File: src/hw/rtl/psd_pkg.sv
// Shared types, constants and controller/datapath interface for the port scan detector.
`timescale 1ns / 1ps

package psd_pkg;

    localparam int SOURCE_ENTRIES_DEF   = 64;
    localparam int PORTS_PER_SOURCE_DEF = 16;
    localparam int RULE_COUNT_DEF       = 6;

    localparam int NUM_RULE_WORDS = 6;
    localparam int RULE_W         = 19;
    localparam int THR_W          = 5;
    localparam int CFG_IDX_W      = 3;
    localparam int RULE_IDX_W     = 3;
    localparam int PORT_W         = 16;
    localparam int ADDR_W         = 32;
    localparam int SEV_W          = 2;
    localparam int DPORTS_W       = 5;
    localparam int IN_DATA_W      = 80;
    localparam int OUT_DATA_W     = 64;

    localparam logic [CFG_IDX_W-1:0] CFG_IDX_THRESHOLD = 3'd6;

    localparam logic [ADDR_W-1:0] DNS_PRIMARY   = 32'h0808_0808;
    localparam logic [ADDR_W-1:0] DNS_SECONDARY = 32'h0808_0404;
    localparam logic [7:0]        MCAST_OCTET   = 8'd224;

    localparam logic ALERT_RULE = 1'b0;
    localparam logic ALERT_SCAN = 1'b1;

    localparam logic [SEV_W-1:0] SEV_HIGH    = 2'd2;
    localparam logic [SEV_W-1:0] SEV_INVALID = 2'd3;

    localparam int RULE_EN_BIT = 18;

    typedef logic [RULE_W-1:0] rule_word_t;
    typedef rule_word_t [NUM_RULE_WORDS-1:0] rule_bank_t;

    localparam rule_bank_t RULE_RESET = {
        19'd0, 19'd265450, 19'd396605, 19'd393661, 19'd327701, 19'd393239
    };
    localparam logic [THR_W-1:0] THRESHOLD_RESET = 5'd10;

    typedef enum logic [3:0] {
        ST_IDLE,
        ST_CHECK,
        ST_SRC_RD,
        ST_SRC_CMP,
        ST_ALLOC,
        ST_INFO_RD,
        ST_INFO_LD,
        ST_PORT_CHK,
        ST_PORT_RD,
        ST_PORT_CMP,
        ST_PORT_ADD,
        ST_RULE,
        ST_SCAN
    } state_t;

    typedef struct packed {
        logic load_in;
        logic idx_inc;
        logic found;
        logic alloc;
        logic info_ld;
        logic k_inc;
        logic record;
        logic rule_inc;
        logic emit_rule;
        logic emit_scan;
        logic info_wr;
    } dp_cmd_t;

    typedef struct packed {
        logic drop;
        logic in_use_zero;
        logic src_hit;
        logic idx_last;
        logic table_full;
        logic tracked;
        logic tally_zero;
        logic port_hit;
        logic k_last;
        logic tally_full;
        logic rule_match;
        logic rule_last;
        logic scan_hit;
        logic out_free;
    } dp_status_t;

endpackage

File: src/hw/rtl/psd_cfg_regs.sv
// Rule words and scan threshold registers with their write port.
`timescale 1ns / 1ps

module psd_cfg_regs (
    input  logic                            clk,
    input  logic                            rst_n,
    input  logic                            cfg_valid,
    output logic                            cfg_ready,
    input  logic [psd_pkg::CFG_IDX_W-1:0]   cfg_index,
    input  logic [psd_pkg::RULE_W-1:0]      cfg_data,
    output psd_pkg::rule_bank_t             rules,
    output logic [psd_pkg::THR_W-1:0]       threshold
);

    psd_pkg::rule_bank_t              rules_reg;
    logic [psd_pkg::THR_W-1:0]        threshold_reg;

    assign cfg_ready = 1'b1;

    always_ff @(posedge clk or negedge rst_n)
    begin
        if (!rst_n)
        begin
            rules_reg     <= psd_pkg::RULE_RESET;
            threshold_reg <= psd_pkg::THRESHOLD_RESET;
        end
        else if (cfg_valid)
        begin
            if (cfg_index < psd_pkg::CFG_IDX_W'(psd_pkg::NUM_RULE_WORDS))
            begin
                rules_reg[cfg_index] <= cfg_data;
            end
            else if (cfg_index == psd_pkg::CFG_IDX_THRESHOLD)
            begin
                threshold_reg <= cfg_data[psd_pkg::THR_W-1:0];
            end
        end
    end

    assign rules     = rules_reg;
    assign threshold = threshold_reg;

endmodule

File: config.mk
export PLATFORM = sky130hd
export DESIGN_NAME = psd_cfg_regs
export DESIGN_NICKNAME = d
export VERILOG_FILES = /design/src/hw/rtl/psd_pkg.sv /design/src/hw/rtl/psd_cfg_regs.sv
export SDC_FILE = /design/constraint.sdc
export NUM_CORES = 1
export LEC_CHECK = 0
export ABC_AREA = 1
export BUFFER_PORTS_ARGS = -buffer_cell sky130_fd_sc_hd__buf_2
export CAP_MARGIN = 20
export CELL_PAD_IN_SITES_DETAIL_PLACEMENT = 1
export CELL_PAD_IN_SITES_GLOBAL_PLACEMENT = 2
export CORE_MARGIN = 3
export CORE_UTILIZATION = 30
export CTS_CLUSTER_DIAMETER = 150
export DETAILED_ROUTE_END_ITERATION = 10
export PLACE_DENSITY = 0.88
export SLEW_MARGIN = 10
export SYNTH_ARGS = -nofsm -noshare
export SYNTH_HDL_FRONTEND = slang
export SYNTH_SLANG_ARGS = --single-unit
export TNS_END_PERCENT = 30
File: constraint.sdc
create_clock -name clk -period 0.8 [get_ports clk]
set_input_delay 0.12 -clock clk [delete_from_list [all_inputs] [get_ports clk]]
set_output_delay 0.12 -clock clk [all_outputs]
set_load 0.005 [all_outputs]
==> flow_summary_export.csv <==
group,metric,value,unit
sta,post-route-min-period,1180,ps
global_routing,antenna_found_initial,2,
finish,multi_input_comb_area,1580,um2
worst_setup_path,cp_max_fo,2,
synth,ys_seq_area_frac,0.626,
clock_network,clock-sinks,119,
clock_network,cts_buffer_depth,2,
floorplan,ioPinCount,145,
global_routing,grt_max_degree,32,
worst_setup_path,required,680,ps
status,status,"finished, violations left",
clock_network,cts_root_buf,"clkbuf_16",
clock_network,cts_tree,"yes",
synth,syn_area,4840,um2
finish,syn_to_final_growth,39.4,%
synth,yosysTopAreaCell,"dfrtp_1",
global_routing,grtUsageTotal,0.191,
detailed_routing,drc,0,
clock_network,htree_levels,4,
synth,synthFlopType,"dfrtp_1",
finish,drive_above_1_share,0.365,
detailed_routing,vias,4336,
worst_setup_path,path_class,"flip-flop to primary output",
detailed_routing,wire_per_inst,17.7,um
detailed_routing,drtPass1Iterations,5,
synth,syn_avg_cell_area,9.18,um2
finish,largest_reg_flops,114,
clock_network,clk_pin_slew,50,ps
sta,finalCritPeriodShare,1.48,
sta,finalSetupViolCount,121,
synth,synth_seq_cells,119,
placement,gp_congestion,0.849,
synth,yosys_warnings,0,
floorplan,start_util,0.312,
worst_setup_path,critPathMaxStageDelay,550,ps
synth,ys_top_cells_by_area,"dfrtp_1 41%, nand2_1 22%, dfstp_2 22%, nand3_1 7.9%, buf_6 2.1%",
finish,design_area,6740,um2
worst_setup_path,end_kind,"primary output",
floorplan,dieHeight,133,um
status,violations,"setup timing",
sta,slew_viol_final,0,
synth,yosys.cell_types.count,16,
worst_setup_path,path_delay_family,"flip-flops",
detailed_routing,ant_nets,0,
synth,synth_cells,527,
finish,regArea,3030,um2
synth,synth_edf_count,0,
worst_setup_path,arrival,1060,ps
worst_setup_path,start_kind,"flip-flop",
power_and_ir_drop,p_leak,3.67,nW
clock_network,insertion_delay,400,ps
floorplan,die_w,133,um
min_path,hp-class,"input port to flip-flop",
global_routing,grt_pass1_wl,26000,um
worst_setup_path,crit_buf_inv,1,
synth,netlist.area_leader.share,0.409,
worst_setup_path,critPathSlowestCell,"dfstp_2",
sta,fin_tns_setup,-33120,ps
detailed_routing,wl,16500,um
floorplan,core_area,15500,um2
global_routing,grt.overflow.total,0,
placement,place_hpwl,11800,um
run,maxCapViolations,0,
synth,synth_common_cells,"286 x nand2_1, 79 x dfrtp_1, 76 x nand3_1",
sta,fmax,845,MHz
power_and_ir_drop,power_density,2800,nW/um2
sta,setup_slack,-383,ps
synth,syn_nets,552,
finish,layout.nets,732,
floorplan,dieArea,17700,um2
floorplan,rows,45,
global_routing,grt_pass1_vias,4655,
placement,numPortBuffers,143,
power_and_ir_drop,peakVddDrop,1410,uV
sta,rsz0062_at_grt,"true",
finish,fill_cells,1834,
sta,hold_viol,0,
finish,antenna_cells,0,
detailed_routing,drtIter0Drc,198,
clock_network,cts_inserted_buffers,17,
synth,postSynth.asyncResetShare,1.00,
detailed_routing,via_per_inst,4.67,
worst_setup_path,cp_cell_sequence,"buf_2",
sta,fin_skew,0,ps
synth,yosys.cell_count.top_type,"nand2_1",
placement,place_area,5950,um2
==> cell usage in the layout, fill, tap and decap left out, types with 3 or more instances in the layout <==
cell type        n
clkbuf_1         6
buf_2          123
nand2_2          7
nand3_1         76
clkbuf_16       17
nand2_1        285
inv_1            3
dfrtp_1         79
dlygate4sd3_1    5
buf_6           19
inv_2            3
dfstp_2         40
clkinv_2         3
buf_12          10
nor2_4           6
buf_4           29
==> worst min-delay path, cell delays in order <==
cell and delay, ps:
buf_2 160, nand2_1 90, nand2_1 50
==> kinds of logic after synthesis <==
| logic type | count (synthesis) | share of synthesized area |
|---|---|---|
| buffers and inverters | 31 | 0.0489 |
| and+or+nand+nor | 376 | 0.324 |
| other | 1 | 0.000775 |
| DFF | 119 | 0.626 |
==> stage by stage <==
step / utilization / worst slack [ps] / hold WS (ps) / cells / power [mW]
global placement: 0.384 / -243 / 6.75 / 885 / 11.2
detailed placement: 0.384 / -295 / 12.0 / 885 / 11.4
floorplan: - / -29.9 / -176 / 527 / 9.34
finish: 0.435 / -383 / 20.7 / 929 / 18.9
CTS: 0.432 / -406 / 6.76 / 925 / 19.0
global route: 0.435 / -423 / 8.83 / 929 / 19.9
==> where the power goes <==
group,total (mW),internal (mW),switching (mW)
Combinational,3.51,1.71,1.80
Sequential,8.19,7.44,0.744
Clock,7.15,4.69,2.46
==> area by class of cell <==
class | instances | share of cell area
flip-flops and latches | 119 | 0.449
multi-input cells | 377 | 0.234
repair buffers | 186 | 0.192
clock buffers | 25 | 0.0705
well taps | 211 | 0.0392
clock inverters | 5 | 0.0111
inverters | 6 | 0.00334
==> final timing paths <==
kind / start / endpoint / slack (ps) / cells after the start
max in group asynchronous: rst_n / rules[17] / 140 / 3
max: threshold[3] / threshold[3] / -380 / 1
min reg2reg: rules[19] / rules[19] / 460 / 2
min: cfg_data[18] / rules[75] / 20 / 3
min in group asynchronous: rst_n / rules[112] / 130 / 2
max reg2reg: rules[77] / rules[77] / -30 / 3
==> routing by layer <==
metal | global-route usage | part of all wire
met5 | 0 | 0.0016
met1 | 0.236 | 0.43
met2 | 0.312 | 0.48
met4 | 0.0531 | 0.011
met3 | 0.0719 | 0.073
==> repair_timing <==
item / 4_1_cts / 5_1_grt
hold buffers: 5 / 0
gates resized for setup: 15 / 5
endpoints found under the hold margin: 84 / 0
buffers inserted: 5 / 4
setup endpoints to repair: 119 / 123
pin swaps: 0 / 3
Note: power is estimated with default switching activity, not from simulation.
