===== src/hw/rtl/psd_pkg.sv =====
// Shared types, constants and controller/datapath interface for the port scan detector.
`timescale 1ns / 1ps

package psd_pkg;

    localparam int SOURCE_ENTRIES_DEF   = 64;
    localparam int PORTS_PER_SOURCE_DEF = 16;
    localparam int RULE_COUNT_DEF       = 6;

    localparam int NUM_RULE_WORDS = 6;
    localparam int RULE_W         = 19;
    localparam int THR_W          = 5;
    localparam int CFG_IDX_W      = 3;
    localparam int RULE_IDX_W     = 3;
    localparam int PORT_W         = 16;
    localparam int ADDR_W         = 32;
    localparam int SEV_W          = 2;
    localparam int DPORTS_W       = 5;
    localparam int IN_DATA_W      = 80;
    localparam int OUT_DATA_W     = 64;

    localparam logic [CFG_IDX_W-1:0] CFG_IDX_THRESHOLD = 3'd6;

    localparam logic [ADDR_W-1:0] DNS_PRIMARY   = 32'h0808_0808;
    localparam logic [ADDR_W-1:0] DNS_SECONDARY = 32'h0808_0404;
    localparam logic [7:0]        MCAST_OCTET   = 8'd224;

    localparam logic ALERT_RULE = 1'b0;
    localparam logic ALERT_SCAN = 1'b1;

    localparam logic [SEV_W-1:0] SEV_HIGH    = 2'd2;
    localparam logic [SEV_W-1:0] SEV_INVALID = 2'd3;

    localparam int RULE_EN_BIT = 18;

    typedef logic [RULE_W-1:0] rule_word_t;
    typedef rule_word_t [NUM_RULE_WORDS-1:0] rule_bank_t;

    localparam rule_bank_t RULE_RESET = {
        19'd0, 19'd265450, 19'd396605, 19'd393661, 19'd327701, 19'd393239
    };
    localparam logic [THR_W-1:0] THRESHOLD_RESET = 5'd10;

    typedef enum logic [3:0] {
        ST_IDLE,
        ST_CHECK,
        ST_SRC_RD,
        ST_SRC_CMP,
        ST_ALLOC,
        ST_INFO_RD,
        ST_INFO_LD,
        ST_PORT_CHK,
        ST_PORT_RD,
        ST_PORT_CMP,
        ST_PORT_ADD,
        ST_RULE,
        ST_SCAN
    } state_t;

    typedef struct packed {
        logic load_in;
        logic idx_inc;
        logic found;
        logic alloc;
        logic info_ld;
        logic k_inc;
        logic record;
        logic rule_inc;
        logic emit_rule;
        logic emit_scan;
        logic info_wr;
    } dp_cmd_t;

    typedef struct packed {
        logic drop;
        logic in_use_zero;
        logic src_hit;
        logic idx_last;
        logic table_full;
        logic tracked;
        logic tally_zero;
        logic port_hit;
        logic k_last;
        logic tally_full;
        logic rule_match;
        logic rule_last;
        logic scan_hit;
        logic out_free;
    } dp_status_t;

endpackage


===== src/hw/rtl/psd_ctrl.sv =====
// Controller: per-packet sequencing of source search, port record and alert emission.
`timescale 1ns / 1ps

module psd_ctrl (
    input  logic                clk,
    input  logic                rst_n,
    input  logic                s_tvalid,
    output logic                s_tready,
    input  psd_pkg::dp_status_t status,
    output psd_pkg::dp_cmd_t    cmd
);

    psd_pkg::state_t state_reg;
    psd_pkg::state_t state_next;

    always_ff @(posedge clk or negedge rst_n)
    begin
        if (!rst_n)
        begin
            state_reg <= psd_pkg::ST_IDLE;
        end
        else
        begin
            state_reg <= state_next;
        end
    end

    always_comb
    begin
        state_next = state_reg;
        cmd        = '0;
        s_tready   = 1'b0;
        unique case (state_reg)
            psd_pkg::ST_IDLE:
            begin
                s_tready = 1'b1;
                if (s_tvalid)
                begin
                    cmd.load_in = 1'b1;
                    state_next  = psd_pkg::ST_CHECK;
                end
            end
            psd_pkg::ST_CHECK:
            begin
                priority if (status.drop)
                    state_next = psd_pkg::ST_IDLE;
                else if (status.in_use_zero)
                    state_next = psd_pkg::ST_ALLOC;
                else
                    state_next = psd_pkg::ST_SRC_RD;
            end
            psd_pkg::ST_SRC_RD:
            begin
                state_next = psd_pkg::ST_SRC_CMP;
            end
            psd_pkg::ST_SRC_CMP:
            begin
                priority if (status.src_hit)
                begin
                    cmd.found  = 1'b1;
                    state_next = psd_pkg::ST_INFO_RD;
                end
                else if (status.idx_last)
                begin
                    state_next = psd_pkg::ST_ALLOC;
                end
                else
                begin
                    cmd.idx_inc = 1'b1;
                    state_next  = psd_pkg::ST_SRC_RD;
                end
            end
            psd_pkg::ST_ALLOC:
            begin
                // full table: source stays untracked, rules still apply
                if (status.table_full)
                begin
                    state_next = psd_pkg::ST_RULE;
                end
                else
                begin
                    cmd.alloc  = 1'b1;
                    state_next = psd_pkg::ST_PORT_CHK;
                end
            end
            psd_pkg::ST_INFO_RD:
            begin
                state_next = psd_pkg::ST_INFO_LD;
            end
            psd_pkg::ST_INFO_LD:
            begin
                cmd.info_ld = 1'b1;
                state_next  = psd_pkg::ST_PORT_CHK;
            end
            psd_pkg::ST_PORT_CHK:
            begin
                state_next = status.tally_zero ? psd_pkg::ST_PORT_ADD : psd_pkg::ST_PORT_RD;
            end
            psd_pkg::ST_PORT_RD:
            begin
                state_next = psd_pkg::ST_PORT_CMP;
            end
            psd_pkg::ST_PORT_CMP:
            begin
                priority if (status.port_hit)
                begin
                    state_next = psd_pkg::ST_RULE;
                end
                else if (status.k_last)
                begin
                    state_next = psd_pkg::ST_PORT_ADD;
                end
                else
                begin
                    cmd.k_inc  = 1'b1;
                    state_next = psd_pkg::ST_PORT_RD;
                end
            end
            psd_pkg::ST_PORT_ADD:
            begin
                cmd.record = !status.tally_full;
                state_next = psd_pkg::ST_RULE;
            end
            psd_pkg::ST_RULE:
            begin
                if (!status.rule_match || status.out_free)
                begin
                    cmd.emit_rule = status.rule_match;
                    if (status.rule_last)
                    begin
                        state_next = psd_pkg::ST_SCAN;
                    end
                    else
                    begin
                        cmd.rule_inc = 1'b1;
                    end
                end
            end
            psd_pkg::ST_SCAN:
            begin
                priority if (!status.tracked)
                begin
                    state_next = psd_pkg::ST_IDLE;
                end
                else if (!status.scan_hit || status.out_free)
                begin
                    // write back tally and the reported flag together
                    cmd.emit_scan = status.scan_hit;
                    cmd.info_wr   = 1'b1;
                    state_next    = psd_pkg::ST_IDLE;
                end
                else
                begin
                    state_next = psd_pkg::ST_SCAN;
                end
            end
            default:
            begin
                state_next = psd_pkg::ST_IDLE;
            end
        endcase
    end

endmodule

===== config.mk =====
export PLATFORM = sky130hd
export DESIGN_NAME = psd_ctrl
export DESIGN_NICKNAME = d
export VERILOG_FILES = /design/src/hw/rtl/psd_pkg.sv /design/src/hw/rtl/psd_ctrl.sv
export SDC_FILE = /design/constraint.sdc
export NUM_CORES = 1
export LEC_CHECK = 0
export BUFFER_PORTS_ARGS = -buffer_cell sky130_fd_sc_hd__buf_2
export CAP_MARGIN = 20
export CORE_AREA = 2 2 44 46
export CTS_BUF_LIST = sky130_fd_sc_hd__clkbuf_16
export DETAILED_ROUTE_END_ITERATION = 8
export DIE_AREA = 0 0 46 48
export HOLD_SLACK_MARGIN = 0.06
export PLACE_DENSITY = 0.58
export SLEW_MARGIN = 5
export SYNTH_ARGS = -nofsm -noshare
export SYNTH_HDL_FRONTEND = slang
export SYNTH_SLANG_ARGS = --single-unit

===== constraint.sdc =====
create_clock -name clk -period 1.95 [get_ports clk]
set_input_delay 0.0975 -clock clk [delete_from_list [all_inputs] [get_ports clk]]
set_output_delay 0.0975 -clock clk [all_outputs]
set_load 0.005 [all_outputs]

==> flow_summary.json <==
{
  "cts_sinks": 4,
  "clk_latency_ps": 220,
  "ys_seq_area_frac": 0.205,
  "worstMarginPinSlew_ps": 432,
  "first_pass_iters": 4,
  "initial_core_util": 0.290,
  "endpoint_kind": "primary output",
  "yosysMostFrequentCell": "nor2_1",
  "syn-num-nets": 83,
  "instances_no_fill": 110,
  "grt_pass1_wl_um": 1940,
  "synth_top_area_frac": 0.205,
  "synth_edf_count": 0,
  "dr_wl_met3_um": 87,
  "post_drt_wl_per_cell_um": 11.8,
  "grt_use_total": 0.122,
  "avgSynthCellArea_um2": 7.41,
  "postSynth.asyncResetShare": 1.00,
  "synth_area_leaders": "dfrtp_1, nor4_1, a21oi_1",
  "p_per_area_nw_per_um2": 1340,
  "worstPathMaxFanout": 13,
  "synth_cell_types": 31,
  "clk_pin_slew_ps": 30,
  "cap_violations": 0,
  "io_pins": 29,
  "final-seq-area_um2": 100,
  "numPortBuffers": 28,
  "finalCriticalPeriod_ps": 1650,
  "finalHoldWorstSlack_ps": 217,
  "largest_reg_flops": 4,
  "cts_buffers": 3,
  "htreeDepth": 1,
  "syn_to_final_growth_pct": 43.5,
  "vias": 584,
  "hold_viol_final": 0,
  "netlist_instances": 66,
  "grt_overflow_total": 0,
  "synth_top_area_cell": "dfrtp_1",
  "hpwl_um": 1060,
  "place_area_um2": 617,
  "drtAntennaViolNets": 0,
  "routabilityCongestion": 0.771,
  "min_period_over_period": 0.848,
  "met2_length_um": 585,
  "arrival_ps": 1560,
  "outcome": "completed",
  "path_class": "reg -> out",
  "grt_max_degree": 15,
  "hold_path_class": "in -> async",
  "synth_common_cells": "nor2_1, a21oi_1, nand2_1, nor4_1",
  "nFillCells": 200,
  "ys.flop_type": "dfrtp_1",
  "ctsLongestPathBuffers": 2,
  "yosysWarnings": 0,
  "cts_hold_buf": 1,
  "die_h_um": 48,
  "maxSlewViolCount": 0,
  "die-width_um": 46,
  "routed_wl_um": 1300,
  "synthesis.area_um2": 489,
  "worstPathRequired_ps": 1850,
  "max_slew_margin": 0.709,
  "critPathLaunchType": "flip-flop",
  "core-area_um2": 1690,
  "finClkSkew_ps": 0.456,
  "antenna_cells": 0,
  "antenna_found_initial": 0,
  "rows": 15,
  "post_cts_buffers": 0,
  "final_area_um2": 702,
  "cts_tree": "yes",
  "fin_nets": 112,
  "cts_resized": 0,
  "tns_ps": 0,
  "via_per_inst": 5.31,
  "dr.first_iter.drc_count": 1,
  "fmax_mhz": 604,
  "ctsRootBufferMaster": "clkbuf_16",
  "leakage_nw": 0.330,
  "setup_viol": 0,
  "synth.ff_latch_count": 4,
  "dpl.cell_count": 106,
  "top_layer": "met3",
  "grt_pass1_vias": 475,
  "remaining_drc_errors": 0,
  "multi_input_comb_area_um2": 352,
  "ir_drop_v": 0.000645,
  "wl_met1_um": 622,
  "die_area_um2": 2210,
  "rsz0062_at_grt": "false",
  "drive_above_1_share": 0.376
}
==> worst paths after layout <==
check	from	endpoint	slack (ps)	depth (start not counted)
max reg2reg	state_reg[2]$_DFFE_PN0P_	state_reg[2]$_DFFE_PN0P_	320	4
max in group asynchronous	rst_n	state_reg[1]$_DFFE_PN0P_	1610	2
min in group clk	s_tvalid	state_reg[0]$_DFFE_PN0P_	220	3
min reg2reg	state_reg[3]$_DFFE_PN0P_	state_reg[1]$_DFFE_PN0P_	670	1
min	rst_n	state_reg[0]$_DFFE_PN0P_	220	2
max	state_reg[1]$_DFFE_PN0P_	cmd[1]	300	4
==> layer usage <==
metal	vias to the layer above	global-route usage
met4	0	0.0343
li1	302	-
met1	259	0.161
met3	0	0.0340
met5	-	0
met2	23	0.194
==> placed cells by master (no fill, tap or decap), drive strengths merged, types with 3 or more instances in the layout <==
| cell | instances |
|---|---|
| buf | 28 |
| nor2 | 7 |
| nand2 | 6 |
| a21oi | 6 |
| nor4 | 5 |
| nand2b | 4 |
| nor3 | 4 |
| dfrtp | 4 |
| clkbuf | 3 |
==> power by group <==
group	internal, W	switching (W)	leakage (nW)	total [W]
Sequential	0.000121	0.000109	0.0497	0.000230
Clock	0.000262	0.0000534	0.0370	0.000315
Combinational	0.000191	0.000205	0.244	0.000395
Total	0.000573	0.000367	0.330	0.000940
==> final cells by class <==
| class | count | area share |
|---|---|---|
| Timing Repair Buffer | 29 | 0.214 |
| Multi-Input combinational cell | 56 | 0.501 |
| Clock buffer | 3 | 0.107 |
| Tap cell | 17 | 0.0303 |
| Inverter | 1 | 0.00535 |
| Sequential cell | 4 | 0.143 |
==> worst max-delay path, cell delays in order (launching register included) <==
cell and delay [ps]:
dfrtp_1 500, nor2_1 270, and4_2 300, and3_1 150, buf_2 100
==> logic make-up after synthesis <==
group / after synthesis / synth area share
and+or+nand+nor: 41 / 0.494
AOI/OAI and AO/OA: 15 / 0.225
DFF: 4 / 0.205
buffers and inverters: 6 / 0.0767
==> per-stage QoR <==
| stage | utilization | total power [W] | setup WS (ps) |
|---|---|---|---|
| 3_5_place_dp | 0.365 | 0.000627 | 304 |
| 3_3_place_gp | 0.365 | 0.000624 | 362 |
| 6_report | 0.416 | 0.000940 | 296 |
| 5_1_grt | 0.416 | 0.00102 | 183 |
| 4_1_cts | 0.416 | 0.000951 | 294 |
| 2_1_floorplan | - | 0.000557 | 441 |
(Power assumes the default switching activity.)
